## src/hdl/quc_pkg.sv

```systemverilog
// Quota checker package: item, result, configuration and state types,
// notice codes and register indexes. No dependencies.
package quc_pkg;

	// Configuration register indexes
	localparam int unsigned CfgAddrW = 3;
	localparam logic [CfgAddrW-1:0] REG_QUOTAS_ENABLED   = 3'd0;
	localparam logic [CfgAddrW-1:0] REG_BLOCK_HARD_LIMIT = 3'd1;
	localparam logic [CfgAddrW-1:0] REG_BLOCK_SOFT_LIMIT = 3'd2;
	localparam logic [CfgAddrW-1:0] REG_FILE_HARD_LIMIT  = 3'd3;
	localparam logic [CfgAddrW-1:0] REG_FILE_SOFT_LIMIT  = 3'd4;
	localparam logic [CfgAddrW-1:0] REG_BLOCK_GRACE      = 3'd5;
	localparam logic [CfgAddrW-1:0] REG_FILE_GRACE       = 3'd6;

	// Notice codes
	localparam logic [2:0] NOTE_NONE       = 3'd0;
	localparam logic [2:0] NOTE_BLK_HARD   = 3'd1;
	localparam logic [2:0] NOTE_BLK_SOFT   = 3'd2;
	localparam logic [2:0] NOTE_BLK_TIME   = 3'd3;
	localparam logic [2:0] NOTE_BLK_OVFL   = 3'd4;
	localparam logic [2:0] NOTE_FILE_HARD  = 3'd5;
	localparam logic [2:0] NOTE_FILE_SOFT  = 3'd6;
	localparam logic [2:0] NOTE_FILE_TIME  = 3'd7;

	// Item action codes
	localparam logic ACT_BLOCK = 1'b0;
	localparam logic ACT_FILE  = 1'b1;

	localparam logic [31:0] MAX32 = 32'hffff_ffff;

	typedef struct packed {
		logic               action;
		logic signed [31:0] amount;
		logic               by_inode;
		logic               has_record;
		logic               force_req;
		logic               owner_is_root;
		logic               caller_is_owner;
		logic        [31:0] now_seconds;
	} in_item_t;

	typedef struct packed {
		logic        refused;
		logic [2:0]  notice;
		logic [31:0] block_count;
		logic [31:0] file_count;
		logic        dirty;
	} out_item_t;

	typedef struct packed {
		logic        quotas_enabled;
		logic [31:0] block_hard_limit;
		logic [31:0] block_soft_limit;
		logic [31:0] file_hard_limit;
		logic [31:0] file_soft_limit;
		logic [23:0] block_grace;
		logic [23:0] file_grace;
	} cfg_t;

	typedef struct packed {
		logic [31:0] block_usage;
		logic [32:0] block_deadline;
		logic [31:0] file_usage;
		logic [32:0] file_deadline;
		logic        block_warned;
		logic        file_warned;
		logic        modified;
	} quota_state_t;

endpackage

```

## src/hdl/quc_eval.sv

```systemverilog
// Quota checker evaluation: next state and result for one item, combinational.
// Depends on quc_pkg.
module quc_eval import quc_pkg::*; (
	input  cfg_t         cfg,
	input  quota_state_t st,
	input  in_item_t     item,
	output quota_state_t st_nxt,
	output out_item_t    res
);

	logic [31:0] amt;
	logic [31:0] mag;
	logic [32:0] blk_sum;
	logic [32:0] blk_diff;
	logic [31:0] blk_rel;
	logic [32:0] now33;
	logic [32:0] blk_dl_new;
	logic [32:0] file_dl_new;
	logic        up;
	logic [31:0] fnc;
	logic [31:0] fdec;
	logic        refused;
	logic [2:0]  notice;
	logic        active;

	// Shared arithmetic
	assign amt         = item.amount;
	assign mag         = ~amt + 32'd1;
	assign blk_sum     = {1'b0, st.block_usage} + {1'b0, amt};
	assign blk_diff    = {1'b0, st.block_usage} - {1'b0, mag};
	assign blk_rel     = blk_diff[32] ? 32'd0 : blk_diff[31:0];
	assign now33       = {1'b0, item.now_seconds};
	assign blk_dl_new  = now33 + {9'd0, cfg.block_grace};
	assign file_dl_new = now33 + {9'd0, cfg.file_grace};
	assign up          = ~amt[31];
	assign fdec        = (st.file_usage == 32'd0) ? 32'd0 : st.file_usage - 32'd1;
	assign fnc         = up ? ((st.file_usage == MAX32) ? MAX32 : st.file_usage + 32'd1)
	                        : fdec;
	assign active      = cfg.quotas_enabled && (amt != 32'd0);

	// Item evaluation
	always_comb begin
		st_nxt  = st;
		refused = 1'b0;
		notice  = NOTE_NONE;
		if (active && item.action == ACT_BLOCK && item.has_record) begin
			if (amt[31]) begin
				// block release: floor at zero
				st_nxt.modified     = 1'b1;
				st_nxt.block_usage  = blk_rel;
				if (blk_rel < cfg.block_soft_limit)
					st_nxt.block_deadline = '0;
				st_nxt.block_warned = 1'b0;
			end else begin
				if (!item.owner_is_root) begin
					priority if (cfg.block_hard_limit != 32'd0 &&
					             blk_sum >= {1'b0, cfg.block_hard_limit} &&
					             !item.force_req) begin
						if (!st.block_warned && item.caller_is_owner) begin
							notice              = NOTE_BLK_HARD;
							st_nxt.block_warned = 1'b1;
						end
						refused = 1'b1;
					end else if (cfg.block_soft_limit != 32'd0 &&
					             blk_sum >= {1'b0, cfg.block_soft_limit}) begin
						if (st.block_usage < cfg.block_soft_limit ||
						    st.block_deadline == 33'd0) begin
							st_nxt.modified       = 1'b1;
							st_nxt.block_deadline = blk_dl_new;
							if (item.caller_is_owner)
								notice = NOTE_BLK_SOFT;
						end else if (now33 > st.block_deadline && !item.force_req) begin
							if (!st.block_warned && item.caller_is_owner) begin
								notice              = NOTE_BLK_TIME;
								st_nxt.block_warned = 1'b1;
							end
							refused = 1'b1;
						end
					end else begin
					end
				end
				if (!refused) begin
					st_nxt.modified = 1'b1;
					if (blk_sum[32]) begin
						st_nxt.block_usage = MAX32;
						notice             = NOTE_BLK_OVFL;
					end else begin
						st_nxt.block_usage = blk_sum[31:0];
					end
				end
			end
		end else if (active && item.action == ACT_FILE) begin
			if (!up && item.by_inode) begin
				// release of a named inode
				if (item.has_record) begin
					if (st.file_usage != 32'd0)
						st_nxt.modified = 1'b1;
					st_nxt.file_usage = fdec;
					if (fdec < cfg.file_soft_limit) begin
						st_nxt.file_deadline = '0;
						st_nxt.modified      = 1'b1;
					end
					st_nxt.file_warned = 1'b0;
				end
			end else if (cfg.file_soft_limit != 32'd0 || cfg.file_hard_limit != 32'd0) begin
				if (!item.owner_is_root && up) begin
					priority if (fnc >= cfg.file_hard_limit && cfg.file_hard_limit != 32'd0 &&
					             !item.force_req) begin
						if (!st.file_warned && item.caller_is_owner) begin
							notice             = NOTE_FILE_HARD;
							st_nxt.file_warned = 1'b1;
						end
						refused = 1'b1;
					end else if (fnc >= cfg.file_soft_limit &&
					             cfg.file_soft_limit != 32'd0) begin
						if (fnc == cfg.file_soft_limit || st.file_deadline == 33'd0) begin
							st_nxt.modified      = 1'b1;
							st_nxt.file_deadline = file_dl_new;
							if (item.caller_is_owner)
								notice = NOTE_FILE_SOFT;
						end else if (now33 > st.file_deadline && !item.force_req) begin
							if (!st.file_warned && item.caller_is_owner) begin
								notice             = NOTE_FILE_TIME;
								st_nxt.file_warned = 1'b1;
							end
							refused = 1'b1;
						end
					end else begin
					end
				end
				if (!refused) begin
					st_nxt.modified   = 1'b1;
					st_nxt.file_usage = fnc;
				end
			end
		end
	end

	// Result item
	always_comb begin
		res.refused     = refused;
		res.notice      = notice;
		res.block_count = st_nxt.block_usage;
		res.file_count  = st_nxt.file_usage;
		res.dirty       = st_nxt.modified;
	end

endmodule

```

## config.mk

```make
export PLATFORM = sky130hd
export DESIGN_NAME = quc_eval
export DESIGN_NICKNAME = d
export VERILOG_FILES = /design/src/hdl/quc_pkg.sv /design/src/hdl/quc_eval.sv
export SDC_FILE = /design/constraint.sdc
export NUM_CORES = 1
export LEC_CHECK = 0
export ABC_AREA = 1
export BUFFER_PORTS_ARGS = -buffer_cell sky130_fd_sc_hd__buf_2
export CAP_MARGIN = 0
export CORE_AREA = 8 8 221 223
export DETAILED_ROUTE_END_ITERATION = 6
export DIE_AREA = 0 0 229 231
export PLACE_DENSITY = 0.82
export SYNTH_ARGS = -nofsm -noshare
export SYNTH_HDL_FRONTEND = slang
export SYNTH_SLANG_ARGS = --single-unit
```

## constraint.sdc

```tcl
create_clock -name vclk -period 11.4
set_input_delay 1.14 -clock vclk [all_inputs]
set_output_delay 1.14 -clock vclk [all_outputs]
set_load 0.02 [all_outputs]
```

# After elaboration in Yosys (flattened, before gate mapping)
# Cells that the tools add are included.
# W data, S select, Z words.
[op_classes] addsub=7 order_cmp=9 n_eq_ne=2 n_mux=99 n_bitwise=3 reduce_logical=32
[ops] op="$mux W65" count=7
[ops] op="$mux W33" count=10
[ops] op="$mux W32" count=7
[ops] op="$reduce_bool A32 Y1" count=6
[ops] op="$lt A32 B32 Y1" count=3
[ops] op="$add A32 B24 Y33" count=2
[ops] op="$ge A33 B32 Y1" count=2
[ops] op="$gt A32 B33 Y1" count=2
[ops] op="$logic_not A33 Y1" count=2
[ops] op="$add A32 B1 Y32 const B" count=2
[ops] op="$ge A32 B32 Y1" count=2
[ops] op="$mux W3" count=19
[ops] op="$mux W1" count=47
[ops] op="$add A32 B32 Y33" count=1
[ops] op="$sub A32 B32 Y33" count=1
[ops] op="$eq A32 B32 Y1" count=1
[ops] op="$eq A32 B32 Y1 const B" count=1
[ops] op="$logic_not A32 Y1" count=1
[ops] op="$not A32 Y32" count=1
[ops] op="$sub A32 B1 Y32 const B" count=1
[ops] op="$mux W2" count=9
[ops] op="$logic_and A1 B1 Y1" count=16
[ops] op="$logic_not A1 Y1" count=4
[ops] op="$logic_or A1 B1 Y1" count=3
[ops] op="$not A1 Y1" count=2
[word_totals] regBits=0 inputBits=380 output_inout_bits=202 word_cells=152

# Logic depth before layout (Yosys ltp)
# Gate-level depths: netlist of the first run.
[logic_depth] word_depth=18 mapped_depth=45 ltp_nobuf=42

# Worst setup path before layout of the first run
# OpenSTA, ideal clock, no wires.
[synth_timing] kind="input to output" start="input port item[38] (netlist name)" end="output port st_nxt[100] (netlist name)" arrival_ps=5996 required_ps=10260 setup_slack_ps=4264 stages=40 path_buffers=3 path_cell_list="inv_1 -> ha_1 -> nand2_1 -> nor3_2 -> and2_4 -> nand3_1 -> nor2_1 -> nand3b_1 -> nor2_1 -> nand3_1 -> nor3_1 -> nand2_1 -> nor2_1 -> nand3_1 -> o21ai_0 -> o21ai_0 -> ha_1 -> nand2_1 -> (+4 left out) -> nand2_1 -> clkbuf_1 -> clkbuf_1 -> nand3_1 -> inv_1 -> ha_1 -> a21oi_1 -> nor2_1 -> a211oi_1 -> o221a_2 -> nand2_1 -> nand2_1 -> nand2_1 -> nand2_1 -> nand2_2 -> buf_4 -> nand2_1 -> nand2_1"
[synth_lines] item="start, declared" line="quc_eval.sv:6" source="input in_item_t item,"
[synth_lines] item="end, declared" line="quc_eval.sv:7" source="output quota_state_t st_nxt,"

==> out/qor_table.md, run 1 <==
| Result | This run |
|:---|:---|
| Sequential cell area | 0 um^2 |
| 1st-iter DRT viols | 3508 |
| Horizontal extent of the die | 229 um |
| Worst setup path start | item[38] |
| Top-area cell type share of the netlist area | 23.62% |
| Count of instances resized after the clock tree is built | 0 |
| Total standard cell area after synthesis | 0.02124 mm^2 |
| Fmax achieved | 113.5 MHz |
| Final Hold Fails | 0 |
| Capturing instance or port of the critical path | st_nxt[74] |
| Cell row count | 78 |
| Met3 track demand over resource | 6.831% |
| Pre-antenna DRT Iters | 7 |
| Maximum cell stage delay along the critical path | 0.46 ns |
| Power share of the combinational group | 100.0% |
| Met1 layer usage reported by global route | 44.84% |
| Post-synthesis cell type count | 71 |
| Vias per std cell | 5.887 |
| Dominant cell type by area after synthesis | sky130_fd_sc_hd__ha_1 |
| Met2 Track Usage GR | 57.31% |
| Clock Buffer Count | 0 |
| Number of sequential cells | 0 |
| Number of filler cells placed in the layout | 4814 |
| Most crowded layer after global routing | met2 |
| Total Neg Setup Slack | 0 ns |
| CP Capture Type | primary output |
| Fraction of power consumed by the clock network | 0% |
| Normalized max-slew margin | 30.98% |
| Synth-to-Final Area Change | 13.05% |
| # hold bufs at CTS | 0 |
| Buffers inserted by post-CTS timing repair | 0 |
| Most numerous cell on the critical path | sky130_fd_sc_hd__nand2_1 |
| Path category of the worst min-delay check | in2out |
| Outcome | finished clean |
| Average wire length per cell after detail routing | 21.18 um |
| Effective utilization at floorplan | 47.11% |
| # Max-Cap Violations | 0 |
| Worst hold slack | 2.628 ns |
| GP Congestion | 1.103 |
| Sequential element share of the synthesized area | 0% |
| Most common cell in the netlist | sky130_fd_sc_hd__nand2_1 |
| Fraction of layout cells with a size suffix above 1 | 16.79% |
| Synth cell count leaders | 888 x sky130_fd_sc_hd__nand2_1, 531 x sky130_fd_sc_hd__inv_1, 401 x sky130_fd_sc_hd__ha_1 |
| Core Area | 0.04509 mm^2 |
| Vias in the first global route | 25750 |
| Area of the die | 0.05290 mm^2 |
| Final slew viol count | 0 |
| Post-Syn Area per Cell | 5.719 um^2 |
| Critical path required time | 10.26 ns |
| Startpoint type of the worst setup path | primary input |
| Largest fanout on the critical path | 23 |
| Die Y | 231 um |
| Peak VDD IR | 0.03222 mV |
| Net switching power | 0.0009042 W |
| Switching part of the total power | 66.84% |
| Ranking of synthesized cells by area | sky130_fd_sc_hd__ha_1 24%, sky130_fd_sc_hd__nand2_1 16%, sky130_fd_sc_hd__inv_1 9.4% |
| Clock period minus worst slack | 8.811 ns |
| Nets | 4932 |
| Ratio of final minimum period to clock period | 77.29% |
| Final Routed Wirelength | 100.7 mm |
| Synth Net Count | 4499 |
| Final Util | 53.25% |
| Top Ports | 582 |
| Grt ovf | 0 |
| Power per unit of standard cell area | 56.34 mW/mm^2 |
| Setup repair after global routing missed its margin | no |
| Finish-stage setup viols | 0 |
| Antenna violations before repair | 9 |
| Leak | 13.31 nW |
| Final ANT Viol Nets | 0 |
| First-pass GRT wire length | 150.6 mm |
| Sequential share of power | 0% |
| Overall Global Routing Usage | 35.21% |
| Worst slew pin tran | 1.032 ns |
| Maximum number of pins on one net before global-route repair | 55 |
| Int Pwr | 0.0004486 W |
| Port bufs | 582 |
| Final total power | 0.001353 W |
| Post-DP HPWL | 86.27 mm |
| Total of warnings raised by yosys | 0 |
| DRC | 0 |
| Category of the most critical setup path | in2out |
| CP arrival | 7.67 ns |
| Via total after detailed routing | 27980 |
| Critical-path top delay cell | sky130_fd_sc_hd__inv_1 |
| Gate Count Post-Synth | 3714 |
power groups by stage:
stage                      Clock, W  Sequential (W)  Combinational (W)
floorplan                         0               0           0.000901
global placement                  0               0            0.00130
detailed placement                0               0            0.00131
CTS                               0               0            0.00132
global route        0.0000000000822               0            0.00148
finish              0.0000000000943               0            0.00135
worst min path at each step:
stage,from,endpoint,slack [ns],cells after the start
2_1_floorplan,st[72],st_nxt[72],2.45,2
3_3_place_gp,st[83],st_nxt[83],2.62,4
3_5_place_dp,st[71],st_nxt[71],2.63,4
4_1_cts,st[71],st_nxt[71],2.63,4
5_1_grt,st[94],st_nxt[94],2.65,4
6_report,st[71],st_nxt[71],2.63,4
per-layer routing:
layer  wire (um)  vias to the layer above
met3       10850                      316
met1       40360                    12510
li1            -                    13340
met4        5186                        2
met5          11                        -
met2       44270                     1820
layout by cell type (no fill, tap or decap), drive strengths merged, types with 3 or more instances in the layout:
master / instances
o211ai: 36
buf: 595
fa: 4
o21ai: 299
o21bai: 10
ha: 401
nor3b: 3
inv: 537
o221ai: 9
a21oi: 337
nand3: 185
nand2: 905
a31oi: 17
diode: 8
nor2: 317
o21a: 14
a21o: 14
or2: 17
a21boi: 4
nor4: 58
nor3: 68
o22ai: 28
xor2: 97
nor4b: 3
xnor2: 39
clkinv: 5
a32oi: 5
a211oi: 17
a22oi: 15
nand4: 84
nand3b: 9
cell type report:
class / count / area [um^2] / share of cell area (%)
inverters: 542 / 2034 / 8.473
multi-input cells: 3008 / 18200 / 75.78
diodes: 8 / 20.02 / 0.08338
repair buffers: 595 / 3010 / 12.54
well taps: 600 / 750.7 / 3.127
cells by family after synthesis:
| kind of cell | share of synthesized area (%) |
|---|---|
| simple gates | 34.43 |
| fa+ha+maj | 24.00 |
| compound gates | 21.60 |
| xor+xnor | 5.608 |
| buf+inv | 14.37 |
metrics by stage:
stage               setup slack (ns)  area [um^2]  std cells
finish                         2.589        24010       4753
global route                   1.818        24010       4752
CTS                            2.696        23990       4745
detailed placement             2.723        23990       4745
global placement               2.886        23990       4745
floorplan                      4.264        21240       3714
critical path, delay by kind of cell:
family          cells  cell delay (ns)
compound gates      3             0.41
fa+ha+maj           3             0.85
buf+inv             7             1.20
simple gates       29             4.02
(Power assumes the default switching activity.)
==> run 2, diff against run 1 <==
--- a/config.mk
+++ b/config.mk
@@ -8,10 +8,10 @@
 export ABC_AREA = 1
 export BUFFER_PORTS_ARGS = -buffer_cell sky130_fd_sc_hd__buf_2
 export CAP_MARGIN = 0
-export CORE_AREA = 8 8 221 223
+export CORE_AREA = 8 8 220 222
 export DETAILED_ROUTE_END_ITERATION = 6
-export DIE_AREA = 0 0 229 231
-export PLACE_DENSITY = 0.82
+export DIE_AREA = 0 0 228 230
+export PLACE_DENSITY = 0.85
 export SYNTH_ARGS = -nofsm -noshare
 export SYNTH_HDL_FRONTEND = slang
 export SYNTH_SLANG_ARGS = --single-unit
==> constraint.sdc (replaced) <==
create_clock -name vclk -period 7.21
set_input_delay 0.721 -clock vclk [all_inputs]
set_output_delay 0.721 -clock vclk [all_outputs]
set_load 0.02 [all_outputs]
==> out/qor_table.md, run 2 (same netlist as run 1, synthesis figures left out) <==
| Result | This run |
|:---|:---|
| Outcome | finished clean |
| Clock Buffer Count | 0 |
| Effective utilization at floorplan | 47.31% |
| Largest fanout on the critical path | 14 |
| Cell row count | 78 |
| Clock period minus worst slack | 6.981 ns |
| Area of the die | 0.05244 mm^2 |
| Cell Count, Final, Fillers Out | 4819 |
| Top Ports | 582 |
| Slack of the critical path | 0.2286 ns |
| Most common library cell in the layout ignoring fill and taps | sky130_fd_sc_hd__nand2_1 |
| Leak | 13.68 nW |
| Horizontal extent of the die | 228 um |
| Number of filler cells placed in the layout | 4745 |
| Antenna violations before repair | 11 |
| Pre-antenna DRT Iters | 7 |
| Fmax achieved | 143.2 MHz |
| Startpoint type of the worst setup path | primary input |
| Normalized max-slew margin | 12.68% |
| Nets | 4997 |
| Multi-input logic area | 0.01833 mm^2 |
| Critical-path top delay cell | sky130_fd_sc_hd__nor3b_4 |
| Power per unit of standard cell area | 90.78 mW/mm^2 |
| First-pass GRT wire length | 156.5 mm |
| Final ANT Viol Nets | 0 |
| Most numerous cell on the critical path | sky130_fd_sc_hd__nand2_2 |
| Number of sequential cells | 0 |
| Final slew viol count | 0 |
| Core Area | 0.04489 mm^2 |
| Overall Global Routing Usage | 37.13% |
| CP arrival | 6.26 ns |
| Die Y | 230 um |
| Finish-stage setup viols | 0 |
| Final Routed Wirelength | 105.4 mm |
| GP Congestion | 1.072 |
| DRC | 0 |
| Synth-to-Final Area Change | 16.51% |
| # Max-Cap Violations | 0 |
| Pre-CTS setup slack | -0.1470 ns |
| Path category of the worst min-delay check | in2out |
| Peak VDD IR | 0.04951 mV |
| Post-DP HPWL | 90.55 mm |
| Number of placed instances with taps included | 4802 |
| Grt ovf | 0 |
| 1st-iter DRT viols | 3323 |
| Worst slew pin tran | 1.298 ns |
| Fraction of layout cells with a size suffix above 1 | 18.74% |
| Final Hold Fails | 0 |
| Worst setup path start | item[39] |
| Average wire length per cell after detail routing | 21.87 um |
| Critical path required time | 6.49 ns |
| Capturing instance or port of the critical path | st_nxt[96] |
| CP Capture Type | primary output |
| Category of the most critical setup path | in2out |
| Ratio of final minimum period to clock period | 96.83% |
| Via total after detailed routing | 28390 |
| Vias per std cell | 5.890 |
| Port bufs | 582 |
| Leading cell types in the layout, fill and taps excluded | 882 x sky130_fd_sc_hd__nand2_1, 581 x sky130_fd_sc_hd__buf_2, 528 x sky130_fd_sc_hd__inv_1 |
| Maximum number of pins on one net before global-route repair | 51 |
| Maximum cell stage delay along the critical path | 0.32 ns |
| Sequential cell area | 0 um^2 |
| Vias in the first global route | 26450 |
run 2: repair_timing:
item                       CTS  global route
pin swaps                    0            12
setup endpoints to repair   29            35
gates resized for setup      4            34
hold endpoints to repair     0             0
buffers inserted             0             8
hold buffers                 0             0
run 2: through the flow:
stage / TNS [ns] / total power, W / hold slack (ns) / utilization (%) / area, um^2
2_1_floorplan: 0 / 0.001425 / 1.610 / - / 21240
3_5_place_dp: -2.931 / 0.002155 / 1.772 / 54.62 / 24520
5_1_grt: -0.1866 / 0.002448 / 1.788 / 55.11 / 24740
4_1_cts: 0 / 0.002169 / 1.772 / 54.64 / 24530
3_3_place_gp: 0 / 0.002142 / 1.768 / 54.62 / 24520
6_report: 0 / 0.002246 / 1.770 / 55.12 / 24750
run 2: power by group:
part / internal [W] / switching (W)
clock: 0.000000000168 / 0
combinational: 0.000763 / 0.00148
sequential: 0 / 0
run 2: critical path: cells and delay by family:
kind / cells / cell delay, ns
xor gates and xnor gates: 1 / 0.15
buffers and inverters: 6 / 0.82
adders and majority gates: 2 / 0.55
AOI/OAI and AO/OA: 9 / 1.35
and+or+nand+nor: 21 / 2.65
run 2: worst min path at each step:
stage,from,to,slack [ns],cells past startpoint
after floorplan,st[72],st_nxt[72],1.61,2
after global placement,st[99],st_nxt[99],1.77,4
after detailed placement,st[99],st_nxt[99],1.77,4
after CTS,st[99],st_nxt[99],1.77,4
after global routing,st[0],res[0],1.79,4
final,st[0],res[0],1.77,4
run 2: area by class of cell:
class	count	share of cell area [%]
multi-input combinational	3008	74.08
tap	600	3.034
antenna	9	0.09101
timing repair buffer	660	14.55
inverter	542	8.247
run 2: metal layers:
layer / wire length [um] / share of wire, % / track usage, %
met1: 42060 / 40 / 47.72
met2: 45490 / 43 / 59.11
met3: 11260 / 11 / 6.378
met4: 6517 / 6.2 / 19.05
met5: 46 / 0.044 / 0
